### config.mk
export PLATFORM = sky130hd
export DESIGN_NAME = bounded_integer_list_engine
export DESIGN_NICKNAME = d
export VERILOG_FILES = /design/src/hdl/bile_pkg.sv /design/src/hdl/bile_front.sv /design/src/hdl/bile_back.sv /design/src/hdl/bounded_integer_list_engine.sv
export SDC_FILE = /design/constraint.sdc
export NUM_CORES = 1
export LEC_CHECK = 0
export BUFFER_PORTS_ARGS = -buffer_cell sky130_fd_sc_hd__buf_2
export CORE_MARGIN = 1.5
export CORE_UTILIZATION = 30
export CTS_CLUSTER_DIAMETER = 150
export CTS_CLUSTER_SIZE = 25
export DETAILED_ROUTE_END_ITERATION = 7
export PLACE_DENSITY = 0.56
export SLEW_MARGIN = 10
export SYNTH_ARGS = -nofsm -noshare
export SYNTH_HDL_FRONTEND = slang
export SYNTH_HIERARCHICAL = 1
export SYNTH_SLANG_ARGS = --single-unit
### constraint.sdc
create_clock -name clk -period 4.1 [get_ports clk]
set_input_delay 0.205 -clock clk [delete_from_list [all_inputs] [get_ports clk]]
set_output_delay 0.205 -clock clk [all_outputs]
set_load 0.03 [all_outputs]
### src/hdl/bile_pkg.sv
// ----------------------------------------------------------------------------
// bile_pkg
// types and constants shared by the ordered list engine
// ----------------------------------------------------------------------------
`timescale 1ns / 1ps
`default_nettype none
package bile_pkg;
	localparam int unsigned DEPTH = 16;
	localparam int unsigned CNT_W = $clog2(DEPTH + 1);
	localparam int unsigned POS_W = $clog2(DEPTH);
	localparam int unsigned QDEPTH = 2;

	typedef enum logic [2:0] {
		ACT_APPEND = 3'd0,
		ACT_PUSH   = 3'd1,
		ACT_SORTED = 3'd2,
		ACT_REMOVE = 3'd3,
		ACT_POP    = 3'd4
	} action_t;

	localparam logic [1:0] ST_OK        = 2'd0;
	localparam logic [1:0] ST_NOT_FOUND = 2'd1;
	localparam logic [1:0] ST_EMPTY     = 2'd2;
	localparam logic [1:0] ST_FULL      = 2'd3;

	typedef enum logic [1:0] {
		OP_NONE,
		OP_INSERT,
		OP_SORTED,
		OP_REMOVE
	} op_t;

	// classified request passed from front to back
	typedef struct packed {
		op_t         op;
		logic        at_head;
		logic signed [15:0] value;
	} req_t;
endpackage
`default_nettype wire

### src/hdl/bile_front.sv
// ----------------------------------------------------------------------------
// bile_front
// accepts requests, classifies them and queues them for the list unit
// ----------------------------------------------------------------------------
`timescale 1ns / 1ps
`default_nettype none
module bile_front (
	input  wire logic               clk,
	input  wire logic               arst_n,
	input  wire logic               valid,
	output logic                    stall,
	input  wire logic [2:0]         action,
	input  wire logic signed [15:0] value,
	output logic                    req_valid,
	input  wire logic               req_take,
	output bile_pkg::req_t          req
);
	bile_pkg::req_t q_mem_q [bile_pkg::QDEPTH];
	logic           wr_ptr_q, rd_ptr_q;
	logic [1:0]     fill_q;
	bile_pkg::req_t cls;
	logic           push, pop;

	always_comb begin
		cls.value   = value;
		cls.at_head = 1'b0;
		case (action)
			bile_pkg::ACT_APPEND: cls.op = bile_pkg::OP_INSERT;
			bile_pkg::ACT_PUSH: begin
				cls.op      = bile_pkg::OP_INSERT;
				cls.at_head = 1'b1;
			end
			bile_pkg::ACT_SORTED: cls.op = bile_pkg::OP_SORTED;
			bile_pkg::ACT_REMOVE: cls.op = bile_pkg::OP_REMOVE;
			bile_pkg::ACT_POP: begin
				cls.op      = bile_pkg::OP_REMOVE;
				cls.at_head = 1'b1;
			end
			default: cls.op = bile_pkg::OP_NONE;
		endcase
	end

	assign stall     = (fill_q == 2'(bile_pkg::QDEPTH));
	assign push      = valid && !stall;
	assign req_valid = (fill_q != 2'd0);
	assign pop       = req_valid && req_take;
	assign req       = q_mem_q[rd_ptr_q];

	always_ff @(posedge clk) begin
		if (push) q_mem_q[wr_ptr_q] <= cls;
	end

	always_ff @(posedge clk or negedge arst_n) begin
		if (!arst_n) begin
			wr_ptr_q <= 1'b0;
			rd_ptr_q <= 1'b0;
			fill_q   <= 2'd0;
		end else begin
			if (push) wr_ptr_q <= !wr_ptr_q;
			if (pop) rd_ptr_q <= !rd_ptr_q;
			fill_q <= fill_q + 2'(push) - 2'(pop);
		end
	end

`ifndef SYNTHESIS
	a_fill_bound: assert property (@(posedge clk) disable iff (!arst_n)
		fill_q <= 2'(bile_pkg::QDEPTH)) else $error("queue overfilled");
	a_ptr_gap: assert property (@(posedge clk) disable iff (!arst_n)
		(fill_q == 2'd1) |-> (wr_ptr_q != rd_ptr_q)) else $error("pointer mismatch");
	a_fill_step: assert property (@(posedge clk) disable iff (!arst_n)
		(push && !pop) |=> (fill_q == $past(fill_q) + 2'd1)) else $error("fill step");
`endif
endmodule
`default_nettype wire

### src/hdl/bile_back.sv
// ----------------------------------------------------------------------------
// bile_back
// cell chain list: all cells compare at once, then all cells shift on the same cycle
// ----------------------------------------------------------------------------
`timescale 1ns / 1ps
`default_nettype none
module bile_back (
	input  wire logic                clk,
	input  wire logic                arst_n,
	input  wire logic                req_valid,
	output logic                     req_take,
	input  wire bile_pkg::req_t      req,
	output logic                     valid,
	input  wire logic                stall,
	output logic signed [15:0]       out_value,
	output logic [1:0]               status,
	output logic [4:0]               entry_count,
	output logic                     is_empty
);
	localparam int unsigned D = bile_pkg::DEPTH;
	localparam int unsigned CW = bile_pkg::CNT_W;
	localparam int unsigned PW = bile_pkg::POS_W;

	logic signed [15:0] cells_q [D];
	logic [CW-1:0]      count_q;
	logic [D-1:0]       live, gt_v, eq_v;
	bile_pkg::req_t     req_s1;
	logic               busy_s1;
	logic [D-1:0]       gt_s1, eq_s1;
	logic               out_full;
	logic               do_ins, do_rem;
	logic [PW-1:0]      pos;
	logic               found;
	logic [1:0]         st;
	logic signed [15:0] rem_val;

	for (genvar i = 0; i < D; i++) begin : g_cmp
		assign live[i] = (CW'(i) < count_q);
		assign gt_v[i] = live[i] && (cells_q[i] > req.value);
		assign eq_v[i] = live[i] && (cells_q[i] == req.value);
	end

	assign out_full = valid && stall;
	assign req_take = req_valid && !busy_s1;

	// position: head, tail (count), or first set bit of the registered match vectors
	always_comb begin
		logic [D-1:0] v;
		v = (req_s1.op == bile_pkg::OP_SORTED) ? gt_s1 : eq_s1;
		pos   = PW'(count_q);
		found = 1'b0;
		if (req_s1.at_head) begin
			pos   = '0;
			found = 1'b1;
		end else if (req_s1.op == bile_pkg::OP_SORTED || req_s1.op == bile_pkg::OP_REMOVE) begin
			for (int i = D - 1; i >= 0; i--) begin
				if (v[i]) begin
					pos   = PW'(i);
					found = 1'b1;
				end
			end
		end
	end

	always_comb begin
		st     = bile_pkg::ST_OK;
		do_ins = 1'b0;
		do_rem = 1'b0;
		case (req_s1.op)
			bile_pkg::OP_INSERT, bile_pkg::OP_SORTED: begin
				if (count_q == CW'(D)) st = bile_pkg::ST_FULL;
				else do_ins = 1'b1;
			end
			bile_pkg::OP_REMOVE: begin
				if (count_q == '0) st = bile_pkg::ST_EMPTY;
				else if (!found) st = bile_pkg::ST_NOT_FOUND;
				else do_rem = 1'b1;
			end
			default: st = bile_pkg::ST_OK;
		endcase
	end

	assign rem_val = cells_q[pos];

	always_ff @(posedge clk) begin
		if (req_take) begin
			req_s1 <= req;
			gt_s1  <= gt_v;
			eq_s1  <= eq_v;
		end
		if (busy_s1 && !out_full) begin
			for (int i = 0; i < D; i++) begin
				if (do_ins) begin
					if (PW'(i) == pos) cells_q[i] <= req_s1.value;
					else if (PW'(i) > pos && i > 0) cells_q[i] <= cells_q[(i + D - 1) % D];
				end else if (do_rem) begin
					if (PW'(i) >= pos && i < D - 1) cells_q[i] <= cells_q[(i + 1) % D];
				end
			end
			out_value <= do_rem ? rem_val : 16'sd0;
			status    <= st;
		end
	end

	always_ff @(posedge clk or negedge arst_n) begin
		if (!arst_n) begin
			busy_s1 <= 1'b0;
			count_q <= '0;
			valid   <= 1'b0;
		end else begin
			if (req_take) busy_s1 <= 1'b1;
			else if (busy_s1 && !out_full) busy_s1 <= 1'b0;
			if (busy_s1 && !out_full) begin
				valid <= 1'b1;
				if (do_ins) count_q <= count_q + CW'(1);
				else if (do_rem) count_q <= count_q - CW'(1);
			end else if (valid && !stall) begin
				valid <= 1'b0;
			end
		end
	end

	assign entry_count = 5'(count_q);
	assign is_empty    = (count_q == '0);

`ifndef SYNTHESIS
	a_count_bound: assert property (@(posedge clk) disable iff (!arst_n)
		count_q <= CW'(D)) else $error("count above depth");
	a_count_step: assert property (@(posedge clk) disable iff (!arst_n)
		!$past(busy_s1) |-> (count_q == $past(count_q))) else $error("count moved idle");
	a_no_take_busy: assert property (@(posedge clk) disable iff (!arst_n)
		busy_s1 |-> !req_take) else $error("took while busy");
`endif
endmodule
`default_nettype wire

### src/hdl/bounded_integer_list_engine.sv
// result path: queue entry, compare stage register, then result register when the result side is free
// a new transaction is taken only after the compare then shift of the last one in the cell chain
// a two-entry queue separates request intake from the list cells
// reset: asynchronous active-low arst_n empties the list and the queue
// ----------------------------------------------------------------------------
// bounded_integer_list_engine
// ordered list of signed values with insert, remove and pop requests
// ----------------------------------------------------------------------------
`timescale 1ns / 1ps
`default_nettype none
module bounded_integer_list_engine (
	input  wire logic               clk,
	input  wire logic               arst_n,
	input  wire logic               in_valid,
	output logic                    in_stall,
	input  wire logic [2:0]         action,
	input  wire logic signed [15:0] value,
	output logic                    out_valid,
	input  wire logic               out_stall,
	output logic signed [15:0]      out_value,
	output logic [1:0]              status,
	output logic [4:0]              entry_count,
	output logic                    is_empty
);
	bile_pkg::req_t req;
	logic           req_valid, req_take;

	bile_front u_front (
		.clk, .arst_n,
		.valid(in_valid), .stall(in_stall), .action, .value,
		.req_valid, .req_take, .req
	);

	bile_back u_back (
		.clk, .arst_n,
		.req_valid, .req_take, .req,
		.valid(out_valid), .stall(out_stall),
		.out_value, .status, .entry_count, .is_empty
	);
endmodule
`default_nettype wire

==> flow_metrics.env <==
export IMPL_status="finished clean"
export IMPL_postSynthRegisterBits=374
export IMPL_timing_worst_setup_path_type="reg -> reg"
export IMPL_mostFrequentLayoutCell="edfxtp_1"
export IMPL_floorplan_core_area_mm2=0.0869
export IMPL_place_worst_setup_slack_ps=234
export IMPL_clock_root_buffer="clkbuf_16"
export IMPL_setup_viol=0
export IMPL_finalMaxSlewViolations=0
export IMPL_instances_no_fill=3753
export IMPL_final_core_util_pct=33.6
export IMPL_final_antenna_net_count=0
export IMPL_synthesis_instances=2528
export IMPL_grt_max_degree=96
export IMPL_cp_slowest_stage_delay_ps=560
export IMPL_number_of_buffers_and_inverters_on_the_critical_path=1
export IMPL_final_nets=2878
export IMPL_drv_max_cap_violation_count=0
export IMPL_mappedNetlistArea_mm2=0.0264
export IMPL_synth_cell_types=82
export IMPL_final_setup_skew_ps=39.6
export IMPL_critPathCaptureType="flip-flop"
export IMPL_wire_per_inst_um=23.0
export IMPL_cts_buffers=18
export IMPL_final_setup_worst_slack_ps=238
export IMPL_global_route_usage_total_pct=18.8
export IMPL_finalWirelength_mm=86.2
export IMPL_cts_htree_levels=1
export IMPL_antenna_cells=0
export IMPL_starting_density_pct=30.3
export IMPL_crit_fanout=17
export IMPL_fraction_of_synthesis_flops_using_an_asynchronous_set_or_reset_pin_pct=2.94
export IMPL_drt_iter0_drc=1788
export IMPL_nFillCells=8853
export IMPL_drive_above_1_share_pct=10.6
export IMPL_worst_path_dominant_cell_family="simple AND/OR/NAND/NOR gates"
export IMPL_globalRoute_totalOverflow=0
export IMPL_area_growth_pct=10.8
export IMPL_rsz0062_at_grt="true"
export IMPL_worst_hold_path_type="in -> async"
export IMPL_number_of_core_rows=108
export IMPL_drt_pass1_iterations=7
export IMPL_final_period_utilization_pct=94.2
export IMPL_die_h_um=299
export IMPL_post_place_cells=3704
export IMPL_cp_cell_sequence="ha_1, buf_4, or4_1, o211a_1, o211ai_2, a31oi_4, or3_1, or2_1, mux2_1"
export IMPL_fin_tns_setup_ps=0
export IMPL_globalplace_congestion=0.944
export IMPL_number_of_antenna_violations_at_the_first_check_in_global_routing=3
export IMPL_maxClockFrequency_mhz=259
export IMPL_grt_pass1_vias=19300
export IMPL_clock_tree_from_tritoncts="yes"
export IMPL_min_period_ps=3860
export IMPL_cts_max_path_buffers=3
export IMPL_wire_length_of_the_first_global_routing_pass_mm=128
export IMPL_crit_path_top_delay_cell="or2_1"
export IMPL_syn_nets=2815
export IMPL_synth_flop_cell="edfxtp_1"
export IMPL_place_detailed_hpwl_mm=67.3
export IMPL_floorplan_die_width_um=299
export IMPL_synth_sequential_area_ratio_pct=42.4
export IMPL_syn_area_per_cell_um2=10.4
export IMPL_die_area_mm2=0.0897
export IMPL_clock_slew_at_the_register_clock_pins_of_the_worst_setup_and_hold_paths_ps=110
export IMPL_slew_headroom_pct=19.8
export IMPL_vias=20100
export IMPL_drc_errors=0
export IMPL_layout_common_cells="363 x edfxtp_1, 336 x mux2i_1, 285 x nand2_1"
export IMPL_synth_edf_count=363
export IMPL_arrival_ps=4190
export IMPL_clk_latency_ps=590
export IMPL_clkSinkCount=374
export IMPL_ys_warn_count=6
export IMPL_port_buffers=48
export IMPL_final_report_hold_violation_count=0
export IMPL_cp_data_required_time_ps=4430
export IMPL_floorplan_io_pins=49
export IMPL_timing_worst_slew_pin_value_ps=1200
export IMPL_post_drt_via_cell_ratio=5.37
export IMPL_cp_launch_type="flip-flop"
layout make-up:
class / instances / area, um^2 / share of cell area, %
Multi-Input combinational cell: 1958 / 14400 / 49.4
Sequential cell: 374 / 11200 / 38.3
Timing Repair Buffer: 181 / 1450 / 4.98
Tap cell: 1155 / 1450 / 4.95
Clock buffer: 26 / 480 / 1.65
Inverter: 58 / 218 / 0.745
Clock inverter: 1 / 16.3 / 0.0557
routing by layer:
| layer | part of all wire [%] | GRT usage (%) | up-vias |
|---|---|---|---|
| met2 | 46 | 30.2 | 598 |
| met3 | 5.7 | 1.97 | 89 |
| li1 | - | - | 9609 |
| met4 | 2.1 | 4.44 | 0 |
| met1 | 47 | 27.0 | 9841 |
| met5 | 0 | 0 | - |
worst register-to-register path, cell delays in order, from the launching register on:
cell and delay (ps):
edfxtp_1 430, ha_1 370, buf_4 250, or4_1 500, o211a_1 150, o211ai_2 270, a31oi_4 170, or3_1 450
or2_1 570, mux2_1 470
per-stage QoR:
stage                     instance area (um^2)  hold WS, ps
final                                    29200         33.8
after global routing                     29200         70.2
after CTS                                29200         22.0
after detailed placement                 28500          119
after global placement                   28500          114
after floorplan                          26400        -90.6
worst paths after layout:
kind | slack (ps) | start | endpoint | cells after the start
worst min register to register | 510 | u_front/fill_q[1] | u_front/fill_q[1] | 1
max in group asynchronous | 3840 | arst_n | u_back/entry_count[0] | 2
worst max-delay path | 240 | u_back/req_s1[18] | u_back/cells_q[0][9] | 9
worst max register to register | 240 | u_back/req_s1[18] | u_back/cells_q[0][9] | 9
min in group clk | 50 | action[0] | u_front/q_mem_q[0][17] | 2
worst min-delay path | 30 | arst_n | u_front/fill_q[0] | 2
timing repair:
action / 4_1_cts / 5_1_grt
hold buffers: 21 / 0
endpoints found under the hold margin: 50 / 0
endpoints found under the setup margin: 0 / 39
setup buffers: 0 / 2
resized for setup: 0 / 2
synthesized netlist by cell type (5+ instances only):
cell type	count	area share, %
o21a_1	66	1.9
nand2b_1	10	0.24
a211oi_1	9	0.26
nor3_1	21	0.40
a31oi_1	7	0.17
dfrtp_1	11	1.0
edfxtp_1	363	41
nor2_2	5	0.12
nor3b_1	10	0.28
nor2b_1	39	0.93
buf_2	38	0.72
buf_6	7	0.30
o221ai_1	16	0.53
and4_1	9	0.30
ha_1	264	13
mux2_2	43	1.8
nor4_1	8	0.19
a21o_1	47	1.3
or3_1	6	0.14
and3_1	11	0.26
a32oi_1	16	0.53
o211ai_1	18	0.51
clkbuf_1	73	1.0
buf_4	14	0.40
mux2_1	8	0.34
a21oi_1	195	3.7
nor2_1	191	2.7
o21ai_0	140	2.7
buf_1	5	0.071
nand2_1	285	4.1
xnor2_1	6	0.20
nand3_1	18	0.34
nand4_1	55	1.3
o21ai_1	32	0.61
inv_1	57	0.81
mux2i_1	336	13
a31o_2	5	0.17
o22ai_1	7	0.17
cell families (layout without fill, tap and decap cells):
| group | Yosys count | after routing | synth area share (%) |
|---|---|---|---|
| AOI/OAI and AO/OA | 595 | 595 | 14.0 |
| xor gates and xnor gates | 9 | 9 | 0.299 |
| buffers and inverters | 196 | 266 | 3.41 |
| muxes | 387 | 387 | 14.9 |
| and+or+nand+nor | 703 | 703 | 12.4 |
| adders and majority gates | 264 | 264 | 12.5 |
| DFF | 374 | 374 | 42.4 |
state kept, by name (all words and copies together) (netlist names), 2 cells and up:
name / cells
u_back/entry_count: 5
u_back/gt_s1: 16
u_back/cells_q: 256
u_back/req_s1: 19
u_back/out_value: 16
u_front/q_mem_q: 38
u_back/status: 2
u_back/eq_s1: 16
u_front/fill_q: 2
Power is left out: the tool's default activity adds up to more than one toggle a clock period on the data nets, which glitch-free logic cannot reach.
